===== config.mk =====
export PLATFORM = sky130hd
export DESIGN_NAME = strong_liar_two_adic_order_check
export DESIGN_NICKNAME = d
export VERILOG_FILES = /design/src/rtl/slto_pkg.sv /design/src/rtl/slto_modmul.sv /design/src/rtl/strong_liar_two_adic_order_check.sv
export SDC_FILE = /design/constraint.sdc
export NUM_CORES = 1
export LEC_CHECK = 0
export BUFFER_PORTS_ARGS = -buffer_cell sky130_fd_sc_hd__clkbuf_2
export CORE_AREA = 10 10 322 231
export CTS_CLUSTER_SIZE = 20
export DETAILED_ROUTE_END_ITERATION = 8
export DIE_AREA = 0 0 332 241
export PLACE_DENSITY = 0.64
export SLEW_MARGIN = 20
export SYNTH_ARGS = -nofsm -noshare
export SYNTH_HDL_FRONTEND = slang
export SYNTH_SLANG_ARGS = --single-unit

===== constraint.sdc =====
create_clock -name clk -period 18.43 [get_ports clk]
set_clock_uncertainty 0.05 [all_clocks]
set_input_delay 0.9215 -clock clk [delete_from_list [all_inputs] [get_ports clk]]
set_output_delay 0.9215 -clock clk [all_outputs]
set_load 0.01 [all_outputs]

===== src/rtl/slto_pkg.sv =====
// ---------------------------------------------------------------------------
// slto_pkg
// Shared types and codes for the strong-liar order check.
// ---------------------------------------------------------------------------
package slto_pkg;

    localparam int MOD_BITS  = 32;
    localparam int CFG_IDX_W = 3;
    localparam logic [CFG_IDX_W-1:0] REG_NUM_FACTORS = 3'd0;
    localparam logic [CFG_IDX_W-1:0] REG_PRIME_0     = 3'd1;
    localparam logic [CFG_IDX_W-1:0] REG_PRIME_1     = 3'd2;
    localparam logic [CFG_IDX_W-1:0] REG_PRIME_2     = 3'd3;
    localparam logic [CFG_IDX_W-1:0] REG_PRIME_3     = 3'd4;
    localparam logic [CFG_IDX_W-1:0] REG_PRIME_4     = 3'd5;
    localparam logic [CFG_IDX_W-1:0] REG_PRIME_5     = 3'd6;

    typedef enum logic [3:0] {
        ST_IDLE,
        ST_LOAD,
        ST_MOD_START,
        ST_MOD_WAIT,
        ST_SPLIT,
        ST_POW_MUL,
        ST_POW_MUL_WAIT,
        ST_POW_SQR,
        ST_POW_SQR_WAIT,
        ST_ORD_CHECK,
        ST_ORD_WAIT,
        ST_NEXT,
        ST_DONE
    } state_t;

    typedef struct packed {
        logic start;
        logic reduce;
    } mm_ctrl_t;

endpackage


===== src/rtl/slto_modmul.sv =====
// ---------------------------------------------------------------------------
// slto_modmul
// Bit-serial modular multiplier, one bit of y per cycle (double and add).
// With reduce set it computes x mod m instead (y taken as 1 over W bits).
// ---------------------------------------------------------------------------
module slto_modmul
    import slto_pkg::*;
#(
    parameter int W = 32
)
(
    input  logic         clk,
    input  logic         rst_n,
    input  mm_ctrl_t     ctrl,
    input  logic [W-1:0] x,
    input  logic [W-1:0] y,
    input  logic [W-1:0] m,
    output logic         done,
    output logic [W-1:0] result
);

    localparam int CW = $clog2(W + 1);

    logic          busy_reg;
    logic [CW-1:0] cnt_reg;
    logic [W:0]    r_reg;
    logic [W-1:0]  x_reg;
    logic [W-1:0]  y_reg;
    logic [W-1:0]  m_reg;
    logic          red_reg;
    logic          done_reg;

    logic [W+1:0] dbl;
    logic [W+1:0] d_red;
    logic [W+1:0] add;
    logic [W+1:0] r_next;
    logic         bit_now;

    always_comb
    begin
        bit_now = y_reg[W-1];
        add     = '0;
        if (red_reg)
        begin
            // shift x in MSB first: r = 2r + bit, reduce
            dbl   = {r_reg, 1'b0} + {{(W+1){1'b0}}, x_reg[W-1]};
            d_red = (dbl >= {2'b00, m_reg}) ? dbl - {2'b00, m_reg} : dbl;
            r_next = d_red;
        end
        else
        begin
            dbl   = {r_reg, 1'b0};
            d_red = (dbl >= {2'b00, m_reg}) ? dbl - {2'b00, m_reg} : dbl;
            add   = d_red + {2'b00, x_reg};
            r_next = bit_now ? ((add >= {2'b00, m_reg}) ? add - {2'b00, m_reg} : add) : d_red;
        end
    end

    always_ff @(posedge clk or negedge rst_n)
    begin
        if (!rst_n)
        begin
            busy_reg <= 1'b0;
            done_reg <= 1'b0;
            cnt_reg  <= '0;
        end
        else
        begin
            done_reg <= 1'b0;
            if (ctrl.start && !busy_reg)
            begin
                busy_reg <= 1'b1;
                cnt_reg  <= CW'(W);
            end
            else if (busy_reg)
            begin
                cnt_reg <= cnt_reg - 1'b1;
                if (cnt_reg == CW'(1))
                begin
                    busy_reg <= 1'b0;
                    done_reg <= 1'b1;
                end
            end
        end
    end

    always_ff @(posedge clk)
    begin
        if (ctrl.start && !busy_reg)
        begin
            r_reg   <= '0;
            x_reg   <= x;
            y_reg   <= y;
            m_reg   <= m;
            red_reg <= ctrl.reduce;
        end
        else if (busy_reg)
        begin
            r_reg <= r_next[W:0];
            y_reg <= {y_reg[W-2:0], 1'b0};
            if (red_reg)
            begin
                x_reg <= {x_reg[W-2:0], 1'b0};
            end
        end
    end

    assign done   = done_reg;
    assign result = r_reg[W-1:0];

endmodule


===== src/rtl/strong_liar_two_adic_order_check.sv =====
// ---------------------------------------------------------------------------
// strong_liar_two_adic_order_check
// Classifies a base as strong liar or witness for a composite n given by
// its distinct prime factors.
// ---------------------------------------------------------------------------
// Usage:
//   s_tvalid/s_tready/s_tdata carry one 32-bit candidate base a per beat.
//   m_tvalid/m_tready/m_tdata return one result beat per candidate:
//   tdata[0] is_liar, tdata[5:1] first_order.
//   cfg_valid/cfg_ready/cfg_index/cfg_data write registers while idle:
//   index 0 num_factors, 1..MAX_FACTORS the primes.
//   Each prime costs one reduction of a mod p, square-and-multiply for a^d
//   and up to e squarings on the single shared bit-serial modular multiplier;
//   at most 65 products per prime, each issued from its own dispatch state.
//   s_tready is low while a candidate is in work and while the result waits.
//   A stalled receiver holds the result; no new candidate is taken until it
//   leaves. Reset restores num_factors 3 and primes 3, 11, 17, 3, 3, 3.
// ---------------------------------------------------------------------------
module strong_liar_two_adic_order_check
    import slto_pkg::*;
#(
    parameter int MAX_FACTORS = 6
)
(
    input  logic                 clk,
    input  logic                 rst_n,
    input  logic                 s_tvalid,
    output logic                 s_tready,
    input  logic [31:0]          s_tdata,   // [31:0] candidate
    output logic                 m_tvalid,
    input  logic                 m_tready,
    output logic [7:0]           m_tdata,   // [0] is_liar, [5:1] first_order
    input  logic                 cfg_valid,
    output logic                 cfg_ready,
    input  logic [CFG_IDX_W-1:0] cfg_index,
    input  logic [31:0]          cfg_data
);

    localparam int W  = MOD_BITS;
    localparam int FW = (MAX_FACTORS > 1) ? $clog2(MAX_FACTORS) : 1;
    localparam int EW = $clog2(W + 1);

    state_t state_reg, state_next;

    logic [2:0]    nf_reg;
    logic [W-1:0]  primes_reg [MAX_FACTORS];
    logic [31:0]   a_reg;
    logic [FW-1:0] idx_reg;
    logic [FW:0]   cnt_eff;
    logic [W-1:0]  p_load;
    logic [W-1:0]  p_reg;
    logic [W-1:0]  b_reg;
    logic [W-1:0]  r_reg;
    logic [W-1:0]  d_reg;
    logic [EW-1:0] e_reg;
    logic [EW-1:0] k_reg;
    logic [4:0]    first_reg;
    logic          div_reg;
    logic          liar_reg;
    logic          out_valid_reg;
    logic          out_liar_reg;
    logic [4:0]    out_first_reg;

    mm_ctrl_t      mm_ctrl;
    logic [W-1:0]  mm_x, mm_y, mm_res;
    logic          mm_done;
    logic [W-1:0]  a_ext;

    assign a_ext  = a_reg;
    assign p_load = primes_reg[idx_reg];

    always_comb
    begin
        if (nf_reg == 3'd0)
            cnt_eff = (FW+1)'(1);
        else if (32'(nf_reg) > MAX_FACTORS)
            cnt_eff = (FW+1)'(MAX_FACTORS);
        else
            cnt_eff = (FW+1)'(nf_reg);
    end

    slto_modmul #(.W(W)) u_mm
    (
        .clk    (clk),
        .rst_n  (rst_n),
        .ctrl   (mm_ctrl),
        .x      (mm_x),
        .y      (mm_y),
        .m      (p_reg),
        .done   (mm_done),
        .result (mm_res)
    );

    assign cfg_ready = (state_reg == ST_IDLE);
    assign s_tready  = (state_reg == ST_IDLE) && !out_valid_reg;
    assign m_tvalid  = out_valid_reg;
    assign m_tdata   = {2'b00, out_first_reg, out_liar_reg};

    always_comb
    begin
        state_next     = state_reg;
        mm_ctrl.start  = 1'b0;
        mm_ctrl.reduce = 1'b0;
        mm_x           = b_reg;
        mm_y           = b_reg;
        case (state_reg)
            ST_IDLE:
                if (s_tvalid && s_tready) state_next = ST_LOAD;
            ST_LOAD:
                state_next = (p_load < W'(2)) ? ST_NEXT : ST_MOD_START;
            ST_MOD_START:
            begin
                mm_ctrl.start  = 1'b1;
                mm_ctrl.reduce = 1'b1;
                mm_x           = a_ext;
                state_next     = ST_MOD_WAIT;
            end
            ST_MOD_WAIT:
                if (mm_done) state_next = ST_SPLIT;
            ST_SPLIT:
                if (b_reg == '0) state_next = ST_NEXT;
                else if (!d_reg[0]) state_next = ST_SPLIT;
                else state_next = ST_POW_MUL;
            ST_POW_MUL:
            begin
                if (d_reg == '0)
                    state_next = ST_ORD_CHECK;
                else if (d_reg[0])
                begin
                    mm_ctrl.start = 1'b1;
                    mm_x          = r_reg;
                    state_next    = ST_POW_MUL_WAIT;
                end
                else
                    state_next = ST_POW_SQR;
            end
            ST_POW_MUL_WAIT:
                if (mm_done) state_next = ST_POW_SQR;
            ST_POW_SQR:
            begin
                mm_ctrl.start = 1'b1;
                state_next    = ST_POW_SQR_WAIT;
            end
            ST_POW_SQR_WAIT:
                if (mm_done) state_next = ST_POW_MUL;
            ST_ORD_CHECK:
            begin
                if (r_reg == W'(1) || k_reg >= e_reg)
                    state_next = ST_NEXT;
                else
                begin
                    mm_ctrl.start = 1'b1;
                    mm_x          = r_reg;
                    mm_y          = r_reg;
                    state_next    = ST_ORD_WAIT;
                end
            end
            ST_ORD_WAIT:
                if (mm_done) state_next = ST_ORD_CHECK;
            ST_NEXT:
                state_next = ((FW+1)'(idx_reg) + 1'b1 >= cnt_eff) ? ST_DONE : ST_LOAD;
            ST_DONE:
                state_next = ST_IDLE;
            default:
                state_next = ST_IDLE;
        endcase
    end

    always_ff @(posedge clk or negedge rst_n)
    begin
        if (!rst_n)
        begin
            state_reg     <= ST_IDLE;
            out_valid_reg <= 1'b0;
            nf_reg        <= 3'd3;
            for (int i = 0; i < MAX_FACTORS; i++)
            begin
                primes_reg[i] <= W'(3);
            end
            if (MAX_FACTORS > 1) primes_reg[1 % MAX_FACTORS] <= W'(11);
            if (MAX_FACTORS > 2) primes_reg[2 % MAX_FACTORS] <= W'(17);
        end
        else
        begin
            state_reg <= state_next;
            if (cfg_valid && cfg_ready)
            begin
                if (cfg_index == REG_NUM_FACTORS)
                    nf_reg <= cfg_data[2:0];
                else if (32'(cfg_index) <= MAX_FACTORS)
                    primes_reg[FW'(cfg_index - REG_PRIME_0)] <= cfg_data[W-1:0];
            end
            if (state_reg == ST_DONE)
                out_valid_reg <= 1'b1;
            else if (m_tvalid && m_tready)
                out_valid_reg <= 1'b0;
        end
    end

    always_ff @(posedge clk)
    begin
        case (state_reg)
            ST_IDLE:
                if (s_tvalid && s_tready)
                begin
                    a_reg     <= s_tdata;
                    idx_reg   <= '0;
                    div_reg   <= (s_tdata == 32'd0);
                    liar_reg  <= 1'b1;
                    first_reg <= '0;
                end
            ST_LOAD:
            begin
                p_reg <= p_load;
                if (p_load < W'(2))
                    div_reg <= 1'b1;
                d_reg <= p_load - W'(1);
                e_reg <= '0;
                k_reg <= '0;
                r_reg <= W'(1);
            end
            ST_MOD_WAIT:
                if (mm_done) b_reg <= mm_res;
            ST_SPLIT:
                if (b_reg == '0)
                    div_reg <= 1'b1;
                else if (!d_reg[0])
                begin
                    d_reg <= d_reg >> 1;
                    e_reg <= e_reg + 1'b1;
                end
            ST_POW_MUL_WAIT:
                if (mm_done) r_reg <= mm_res;
            ST_POW_SQR_WAIT:
                if (mm_done)
                begin
                    b_reg <= mm_res;
                    d_reg <= d_reg >> 1;
                end
            ST_ORD_CHECK:
                if (r_reg == W'(1) || k_reg >= e_reg)
                begin
                    if (r_reg != W'(1)) liar_reg <= 1'b0;
                    // counts never exceed 31, so five bits compare exactly
                    if (idx_reg == '0)
                        first_reg <= 5'(k_reg);
                    else if (5'(k_reg) != first_reg)
                        liar_reg <= 1'b0;
                end
            ST_ORD_WAIT:
                if (mm_done)
                begin
                    r_reg <= mm_res;
                    k_reg <= k_reg + 1'b1;
                end
            ST_NEXT:
                idx_reg <= idx_reg + 1'b1;
            ST_DONE:
            begin
                out_liar_reg  <= liar_reg && !div_reg;
                out_first_reg <= div_reg ? 5'd0 : first_reg;
            end
            default:
            begin
            end
        endcase
    end

`ifndef SYNTH
    a_no_accept_busy: assert property (@(posedge clk) disable iff (!rst_n)
        (state_reg != ST_IDLE) |-> !s_tready)
        else $error("input accepted while busy");
    a_done_sets_valid: assert property (@(posedge clk) disable iff (!rst_n)
        (state_reg == ST_DONE) |=> m_tvalid)
        else $error("result not presented");
    a_out_hold: assert property (@(posedge clk) disable iff (!rst_n)
        (m_tvalid && !m_tready) |=> (m_tvalid && $stable(m_tdata)))
        else $error("result dropped under stall");
`endif

endmodule


== Yosys cells after proc, flatten, opt, wreduce, memory -nomap -nowiden ==
Cells that the tools add are included.

* Logic and storage cells: 209
* Bits of input ports: 72
* Output and inout bits: 11
* Register bits: 526

* Equal/unequal tests: 28
* $lt $le $gt $ge: 11
* $add $sub $neg: 12
* Mux-type cells: 78
* Bitwise gates (word level): 3
* Reduce and logical (&&, ||, !) cells: 46

{| class="wikitable"
|+ Operators by type and width
! kind !! number
|-
| 32-bit 2-to-1 mux || 16
|-
| 192-bit bitwise mux || 1
|-
| 32-bit one-hot mux with 3 select lines || 2
|-
| 33-bit 2-to-1 mux || 4
|-
| 34-bit by 32-bit >= comparator with 1-bit output || 3
|-
| 32-bit binary-select mux with 3-bit select || 1
|-
| 32-bit demux with 3-bit select || 1
|-
| 32-bit logical NOT || 3
|-
| 33-bit by 32-bit subtractor with 33-bit output || 2
|-
| 32-bit one-hot mux with 2 select lines || 1
|-
| 4-bit one-hot mux with 12 select lines || 1
|-
| 4-bit 2-to-1 mux || 10
|-
| 34-bit by 1-bit adder with 34-bit output || 1
|-
| 34-bit by 32-bit adder with 34-bit output || 1
|-
| 34-bit 2-to-1 mux || 1
|-
| 34-bit by 32-bit subtractor with 34-bit output || 1
|-
| 32-bit by 1-bit equality test with 1-bit output, second input constant || 1
|-
| 32-bit by 2-bit < comparator with 1-bit output, second input constant || 1
|-
| 32-bit by 1-bit inequality test with 1-bit output, second input constant || 1
|-
| 32-bit by 1-bit subtractor with 32-bit output, second input constant || 1
|-
| 6-bit 2-to-1 mux || 5
|-
| 6-bit one-hot mux with 2 select lines || 2
|-
| 1-bit 2-to-1 mux || 23
|-
| 4-bit equality test, second input constant || 5
|-
| 38 further kinds || 90
|}

== Longest topological paths before layout ==
Gate-level depths: netlist of run 1.

* Depth after elaboration: 7
* Gate-level depth with buffers: 39
* Gate-level depth less buffers: 32

== By module ==
Synthesis of run 1 repeated with hierarchy kept, for this count alone.

* Cell total of the unflattened synthesis: 3018
* Area, all modules: 31457.7 um^2

{| class="wikitable"
|+ By module, submodules not included
! module !! instances !! cells each !! sequential area each (um^2) !! area each (um^2)
|-
| strong_liar_two_adic_order_check || 1 || 1440 || 10669.0 || 18544.0
|-
| slto_modmul || 1 || 1578 || 3773.6 || 12913.6
|}

== Worst setup path after synthesis of run 1 ==
OpenSTA, ideal clock, no wires.

* Path kind: register to register
* Start point: register u_mm.m_reg[27]
* End point: register u_mm.r_reg[1]
* Path slack: 10.922 ns
* Setup time: 0.130 ns
* Period minus slack after synthesis: 7.508 ns
* Arrival: 7.328 ns
* Buffers on the path: 5
* Stages on the path, launching flop included: 36
* Required time: 18.250 ns
* Cells stage by stage: edfxtp_1 inv_1 ha_1 clkbuf_1 a21o_1 a31oi_1 nand3_1 o31a_1 a31o_2 nor2_1 clkbuf_1 buf_1 nor2_1 ha_1 fa_1 a211oi_1 nor2_1 o22ai_1 a21oi_1 o31ai_1 a21boi_0 o31ai_1 a21boi_0 ha_1 a21o_1 a21oi_1 o22ai_1 a221oi_1 o31a_1 a32o_1 o2111ai_1 o21ai_1 buf_2 buf_2 mux2i_1 o21ai_1

* Longest elaborated chain between the ends: 7
* Elaborated cells on any way between the ends: 11
* Classes of those cells: add/sub (3); order compare (3); mux (5)

{| class="wikitable"
|+ RTL lines
! item !! RTL line !! text
|-
| start: declaration || slto_modmul.sv:29 || <nowiki>logic [W-1:0] m_reg;</nowiki>
|-
| start signal: assignment || slto_modmul.sv:94 || <nowiki>m_reg <= m;</nowiki>
|-
| 34-bit by 32-bit subtractor with 34-bit output or 34-bit by 32-bit >= comparator with 1-bit output (tied branches) || slto_modmul.sv:53 || <nowiki>d_red = (dbl >= {2'b00, m_reg}) ? dbl - {2'b00, m_reg} : dbl;</nowiki>
|-
| 34-bit 2-to-1 mux || slto_modmul.sv:53 ||
|-
| 34-bit by 32-bit adder with 34-bit output || slto_modmul.sv:54 || <nowiki>add = d_red + {2'b00, x_reg};</nowiki>
|-
| 34-bit by 32-bit >= comparator with 1-bit output or 33-bit by 32-bit subtractor with 33-bit output (tied branches) || slto_modmul.sv:55 || <nowiki>r_next = bit_now ? ((add >= {2'b00, m_reg}) ? add - {2'b00, m_reg} : add) : d_red;</nowiki>
|-
| 33-bit 2-to-1 mux (2 in a row) || slto_modmul.sv:55 ||
|-
| 33-bit 2-to-1 mux * || slto_modmul.sv:43 || <nowiki>if (red_reg)</nowiki>
|-
| end signal: assignment || slto_modmul.sv:99 || <nowiki>r_reg <= r_next[W:0];</nowiki>
|-
| end: declaration || slto_modmul.sv:26 || <nowiki>logic [W:0] r_reg;</nowiki>
|}

Every way passes the cells marked *; elsewhere a longest branch is shown, timed or not.
A chain may end at the register's enable or synchronous reset.

== Worst setup path in the final report of run 1 ==
* Start point: register u_mm.r_reg[26]
* End point: register u_mm.r_reg[5]

* Longest elaborated chain between the ends: 7
* Elaborated cells on any way between the ends: 12
* Classes of those cells: add/sub (4); order compare (3); mux (5)

{| class="wikitable"
|+ RTL lines
! item !! RTL line
|-
| 34-bit by 32-bit subtractor with 34-bit output or 34-bit by 32-bit >= comparator with 1-bit output (tied branches) || slto_modmul.sv:53
|-
| 34-bit 2-to-1 mux || slto_modmul.sv:53
|-
| 34-bit by 32-bit adder with 34-bit output || slto_modmul.sv:54
|-
| 34-bit by 32-bit >= comparator with 1-bit output or 33-bit by 32-bit subtractor with 33-bit output (tied branches) || slto_modmul.sv:55
|-
| 33-bit 2-to-1 mux (2 in a row) || slto_modmul.sv:55
|-
| 33-bit 2-to-1 mux * || slto_modmul.sv:43
|}

Marks and branches as above.

==> results of run 1 <==
-- final timing paths --
path | startpoint | endpoint | slack (ps)
worst min-delay path | rst_n | primes_reg[54]$_DFFE_PN0P_ | 360
worst min register to register | p_reg[31]$_DFFE_PP_ | u_mm.m_reg[31]$_DFFE_PP_ | 370
worst max register to register | u_mm.r_reg[26]$_SDFFE_PP0P_ | u_mm.r_reg[5]$_SDFFE_PP0P_ | 8640
min in group clk | p_reg[31]$_DFFE_PP_ | u_mm.m_reg[31]$_DFFE_PP_ | 370
worst max-delay path | u_mm.r_reg[26]$_SDFFE_PP0P_ | u_mm.r_reg[5]$_SDFFE_PP0P_ | 8640
max in group asynchronous | rst_n | u_mm.cnt_reg[3]$_DFFE_PN0P_ | 16520
-- metal layers --
metal / vias up / GRT usage [%] / part of all wire [%]
met5: - / 0 / 0
met4: 0 / 4.93 / 2.0
met3: 127 / 7.71 / 12
met2: 1315 / 32.6 / 40
met1: 11732 / 35.3 / 46
li1: 10747 / - / -
-- kinds of logic after synthesis --
kind of cell    after synthesis  share of synthesized area [%]
xor+xnor                    160                           4.61
simple gates                758                           11.7
mux                         305                           12.2
other cells                   1                         0.0123
compound gates              763                           15.6
fa+ha+maj                   121                           5.07
buf+inv                     257                           3.34
flops                       526                           47.5
-- Yosys cell counts, drive strengths merged, types with 6 or more instances --
library cell	count	area, sq um
o21ai	292	1460
edfxtp	285	8560
nand2	277	1040
mux2	201	2260
dfrtp	193	4830
nor2	174	661
a21oi	162	811
clkbuf	126	473
ha	116	1450
xnor2	106	928
inv	100	375
mux2i	72	721
nor3	61	305
xor2	54	473
a21o	48	360
and2	42	265
nor4	40	250
a22oi	37	278
nand3	35	175
dfxtp	33	661
mux4	32	721
nand4	32	200
buf	31	169
a31oi	24	150
a221o	23	230
o21a	23	173
o31ai	23	173
nand2b	22	138
nor2b	19	119
o21bai	19	143
or2	17	109
dfstp	15	394
a211oi	14	105
or3	12	90.1
a221oi	11	96.3
and3	8	50.1
o2bb2ai	8	70.1
o211ai	7	52.6
a22o	6	52.6
o311ai	6	52.6
o41ai	6	52.6
-- metrics by stage --
stage | instance area, sq um | util (%) | cells | setup WS, ps
2_1_floorplan | 30400 | - | 2892 | 10920
5_1_grt | 33600 | 49.5 | 3856 | 8300
3_3_place_gp | 31700 | 46.7 | 3755 | 9160
6_report | 33600 | 49.5 | 3857 | 8640
4_1_cts | 33600 | 49.5 | 3856 | 8970
3_5_place_dp | 31700 | 46.8 | 3756 | 9010
-- layout make-up --
| type | instances | area (sq um) |
|---|---|---|
| fillers | 6042 | 34300 |
| multi-input cells | 2109 | 15100 |
| flip-flops and latches | 526 | 14400 |
| clock buffers | 69 | 1450 |
| well taps | 902 | 1130 |
| repair buffers | 119 | 726 |
| clock inverters | 31 | 390 |
| inverters | 100 | 375 |
| diodes | 1 | 2.50 |
-- worst register-to-register path, delay by kind of cell (launching register included) --
| family | cells | cell delay [ps] |
|---|---|---|
| AO/OA/AOI/OAI | 21 | 6040 |
| flip-flops | 1 | 630 |
| adder cells (fa/ha/maj) | 4 | 1560 |
| buffers and inverters | 2 | 820 |
| AND/OR/NAND/NOR | 4 | 600 |
==> flow_summary.ini, run 1 <==
[critical_path]
crit_path_end_kind = register
crit_slowest_cell = dfxtp_1
critPathBufInv = 2
timing.critical_path.from_type = register
crit_path_max_fanout = 62
rr_worst_depth = 31
crit_required_ps = 18900
crit_top_cell = ha_1
worstSetupPathDepth = 31
critPathMaxStageDelay_ps = 630
cp_top_family = compound AO/OA/AOI/OAI gates
arrival_ps = 10260
critPathKind = register to register

[drt]
ant_nets = 0
drt-vias-per-instance = 6.20
drt-wirelength-per-cell_um = 25.3
drc = 0
routed_wl_mm = 97.8
drt-pass1-iter-count = 6
via_count = 23921
drt_iter0_drc = 3205

[sta]
tightest_slew_ps = 1070
hold_viol = 0
min_period_ps = 9790
drv_slew = 0
finalCritPeriodShare_pct = 53.1
tns_ps = 0
slew-limit-headroom_pct = 28.8
hold_ws_ps = 358
fmax_mhz = 102
setup_viol = 0
rsz0062_at_grt = no

[global_routing]
grt_pass1_vias = 22751
grt_max_degree = 120
antenna_found_initial = 0
grt_use_total_pct = 23.6
gr-total-overflow = 0
grt_pass1_wl_mm = 146

[min_path]
holdCritPathClass = input port to async pin

[synth]
synth_ff_type = edfxtp_1
synth.distinct_cells = 88
seq_area_frac_synth_pct = 47.5
ys_ff_latch = 526
postSynth.asyncResetShare_pct = 39.5
avgSynthCellArea_sq_um = 10.5
synth_cells = 2891
syn-cell-area_sq_um = 30400
synth_warnings = 0
synth_edf_count = 285

[cts]
cts-hold-fix-buffers = 0
ctsResizeCount = 0
tritoncts = built
cts_setup_buffers = 0
htree_levels = 2
cts_max_path_buffers = 3
clk_latency_ps = 640
numCtsBuffers = 53
clock-root-buffer = clkbuf_16
cts_num_sinks = 526
clk_pin_slew_ps = 70

[finish]
layout-drive-gt1-share_pct = 17.1
largest_reg_flops = 192
layout_commonest_cell = edfxtp_1
syn2layout_area_growth_pct = 10.3
nNetsFinal = 3101
final_cell_mix = edfxtp_1 (285), nand2_1 (276), o21ai_0 (249)

[place]
gp_congestion = 1.02
hpwl_mm = 72.6
port-buffer-count = 80

[floorplan]
die_w_um = 332
rows = 80
start_util_pct = 44.8
dieHeight_um = 241
design.core.area_sq_um = 67900
fp.dieArea_sq_um = 80000
ios = 83

[job]
cap_viol_max_count = 0

[outcome]
status = finished clean
Power of run 1 is left out: the tool's default activity adds up to more than one toggle a clock period on the data nets, which glitch-free logic cannot reach.
==> run 2, diff against run 1 <==
--- a/config.mk
+++ b/config.mk
@@ -5,12 +5,13 @@
 export SDC_FILE = /design/constraint.sdc
 export NUM_CORES = 1
 export LEC_CHECK = 0
+export ABC_AREA = 1
 export BUFFER_PORTS_ARGS = -buffer_cell sky130_fd_sc_hd__clkbuf_2
-export CORE_AREA = 10 10 322 231
+export CORE_AREA = 10 10 331 237
 export CTS_CLUSTER_SIZE = 20
 export DETAILED_ROUTE_END_ITERATION = 8
-export DIE_AREA = 0 0 332 241
-export PLACE_DENSITY = 0.64
+export DIE_AREA = 0 0 341 247
+export PLACE_DENSITY = 0.67
 export SLEW_MARGIN = 20
 export SYNTH_ARGS = -nofsm -noshare
 export SYNTH_HDL_FRONTEND = slang
==> constraint.sdc (replaced) <==
create_clock -name clk -period 9 [get_ports clk]
set_clock_uncertainty 0.05 [all_clocks]
set_input_delay 0.45 -clock clk [delete_from_list [all_inputs] [get_ports clk]]
set_output_delay 0.45 -clock clk [all_outputs]
set_load 0.01 [all_outputs]
==> run 2 against run 1 <==
Compared with the run above:
- first-iteration DRC count rose by 31%
- register-to-register slack worse by 7700 ps
- utilization fell by 0.28 points
- non-clock buffer count increased by 40
- critical path type unchanged
- highest routed layer is now met5
==> flow_summary.ini, run 2 <==
[synth]
synth.distinct_cells = 63
yosysTopAreaCell = edfxtp_1
ys_top_cells_by_count = nand2_1 (1105), inv_1 (499), o21ai_0 (480)
synth_ff_type = edfxtp_1
avgSynthCellArea_sq_um = 7.70
ys_ff_latch = 526
synth_top_cells_by_area = edfxtp_1 (27%), dfrtp_1 (15%), nand2_1 (13%), o21ai_0 (7.5%), inv_1 (5.8%)
synth.top_cell.area_share_pct = 26.6
synth_warnings = 0
postSynth.asyncResetShare_pct = 39.5
syn-cell-area_sq_um = 32100
yosysMostFrequentCell = nand2_1
seq_area_frac_synth_pct = 44.9
synth_cells = 4176
synth_edf_count = 285

[critical_path]
crit_required_ps = 9480
critPathMaxStageDelay_ps = 700
crit_path_max_fanout = 36
timing.critical_path.from_type = register
rr_worst_depth = 33
crit_path_end_kind = register
crit_slowest_cell = nand3_2
critPathKind = register to register
crit_top_cell = nand2_1
arrival_ps = 8560

[sta]
drv_slew = 0
fmax_mhz = 124
hold_ws_ps = 96.1
rsz0062_at_grt = no
slew-limit-headroom_pct = 28.0
worst_slack_ps = 924
tightest_slew_ps = 1070
setup_viol = 0
hold_viol = 0
min_period_ps = 8080
tns_ps = 0
finalCritPeriodShare_pct = 89.7

[job]
cap_viol_max_count = 0

[min_path]
holdCritPathClass = input port to register
hold_path_depth = 3

[drt]
drt-pass1-iter-count = 6
drc = 0
drt_iter0_drc = 4202
drt-vias-per-instance = 5.62
via_count = 29511
routed_wl_mm = 110
ant_nets = 0
drt-wirelength-per-cell_um = 21.0

[finish]
final_util_pct = 49.2
nNetsFinal = 4418
syn2layout_area_growth_pct = 10.8
layout-drive-gt1-share_pct = 6.60
largest_reg_flops = 192
antenna_cells = 0
layout_commonest_cell = nand2_1
final_cell_mix = nand2_1 (1105), inv_1 (499), o21ai_0 (478)

[cts]
clk_latency_ps = 640
tritoncts = built
cts_max_path_buffers = 3
cts_num_sinks = 526
numCtsBuffers = 52
cts_setup_buffers = 0
clk_pin_slew_ps = 70
clock-root-buffer = clkbuf_16
cts-hold-fix-buffers = 33
ctsResizeCount = 0
htree_levels = 2

[global_routing]
gr-total-overflow = 0
antenna_found_initial = 1
grt_max_degree = 105
grt_pass1_wl_mm = 166
grt_use_total_pct = 25.4
grt_pass1_vias = 26612

[place]
hpwl_mm = 81.3
gp_congestion = 1.02
pre_cts_slack_ps = 1430
port-buffer-count = 80

[outcome]
status = finished clean

[floorplan]
ios = 83
design.core.area_sq_um = 72400
die_w_um = 341
rows = 83
start_util_pct = 44.4
dieHeight_um = 247
fp.dieArea_sq_um = 84200
run 2: cell type report:
type                    instances  area [sq um]
clock buffers                  58          1320
clock inverters                40           494
fillers                      7082         36800
inverters                     511          1920
multi-input cells            2976         15100
flip-flops and latches        526         14400
well taps                     977          1220
repair buffers                159          1100
run 2: kinds of logic after synthesis:
logic type               after synthesis  synth area share, %
AO/OA/AOI/OAI                        848                 14.7
AND/OR/NAND/NOR                     1888                 24.1
adder cells (fa/ha/maj)              120                 4.77
other                                  1               0.0117
buffers and inverters                675                 8.25
flip-flops                           526                 44.9
XOR/XNOR                             118                 3.22
run 2: worst max-delay path: cells and delay by family (launching register included):
| family | cells | cell delay [ps] |
|---|---|---|
| AOI/OAI and AO/OA | 10 | 2490 |
| xor gates and xnor gates | 1 | 390 |
| adders and majority gates | 3 | 1240 |
| buffers and inverters | 3 | 840 |
| DFF | 1 | 540 |
| and+or+nand+nor | 16 | 2390 |
run 2: worst paths after layout:
kind,start,to,slack (ps)
min in group asynchronous,rst_n,primes_reg[178]$_DFFE_PN0P_,410
max in group asynchronous,rst_n,primes_reg[67]$_DFFE_PN0P_,6470
setup reg to reg,u_mm.r_reg[26]$_SDFFE_PP0P_,u_mm.r_reg[26]$_SDFFE_PP0P_,920
setup / recovery,u_mm.r_reg[26]$_SDFFE_PP0P_,u_mm.r_reg[26]$_SDFFE_PP0P_,920
hold / removal,cfg_data[19],primes_reg[19]$_DFFE_PN0P_,100
hold reg to reg,p_reg[16]$_DFFE_PP_,u_mm.m_reg[16]$_DFFE_PP_,370
run 2: per-layer routing:
layer / up-vias / global-route usage [%] / share of wire, % / wire length, um
met5: - / 0 / 0.047 / 52
met4: 4 / 4.25 / 1.5 / 1700
met3: 107 / 8.70 / 14 / 15000
met2: 1557 / 32.9 / 37 / 41000
met1: 13917 / 39.9 / 48 / 52500
li1: 13926 / - / - / -
run 2: stage by stage:
step                      std cells  area (sq um)
final                          5247         35600
after global placement         5115         33500
after detailed placement       5115         33500
after floorplan                4177         32100
after CTS                      5246         35600
after global routing           5247         35600
Power of run 2 is left out for the same reason.
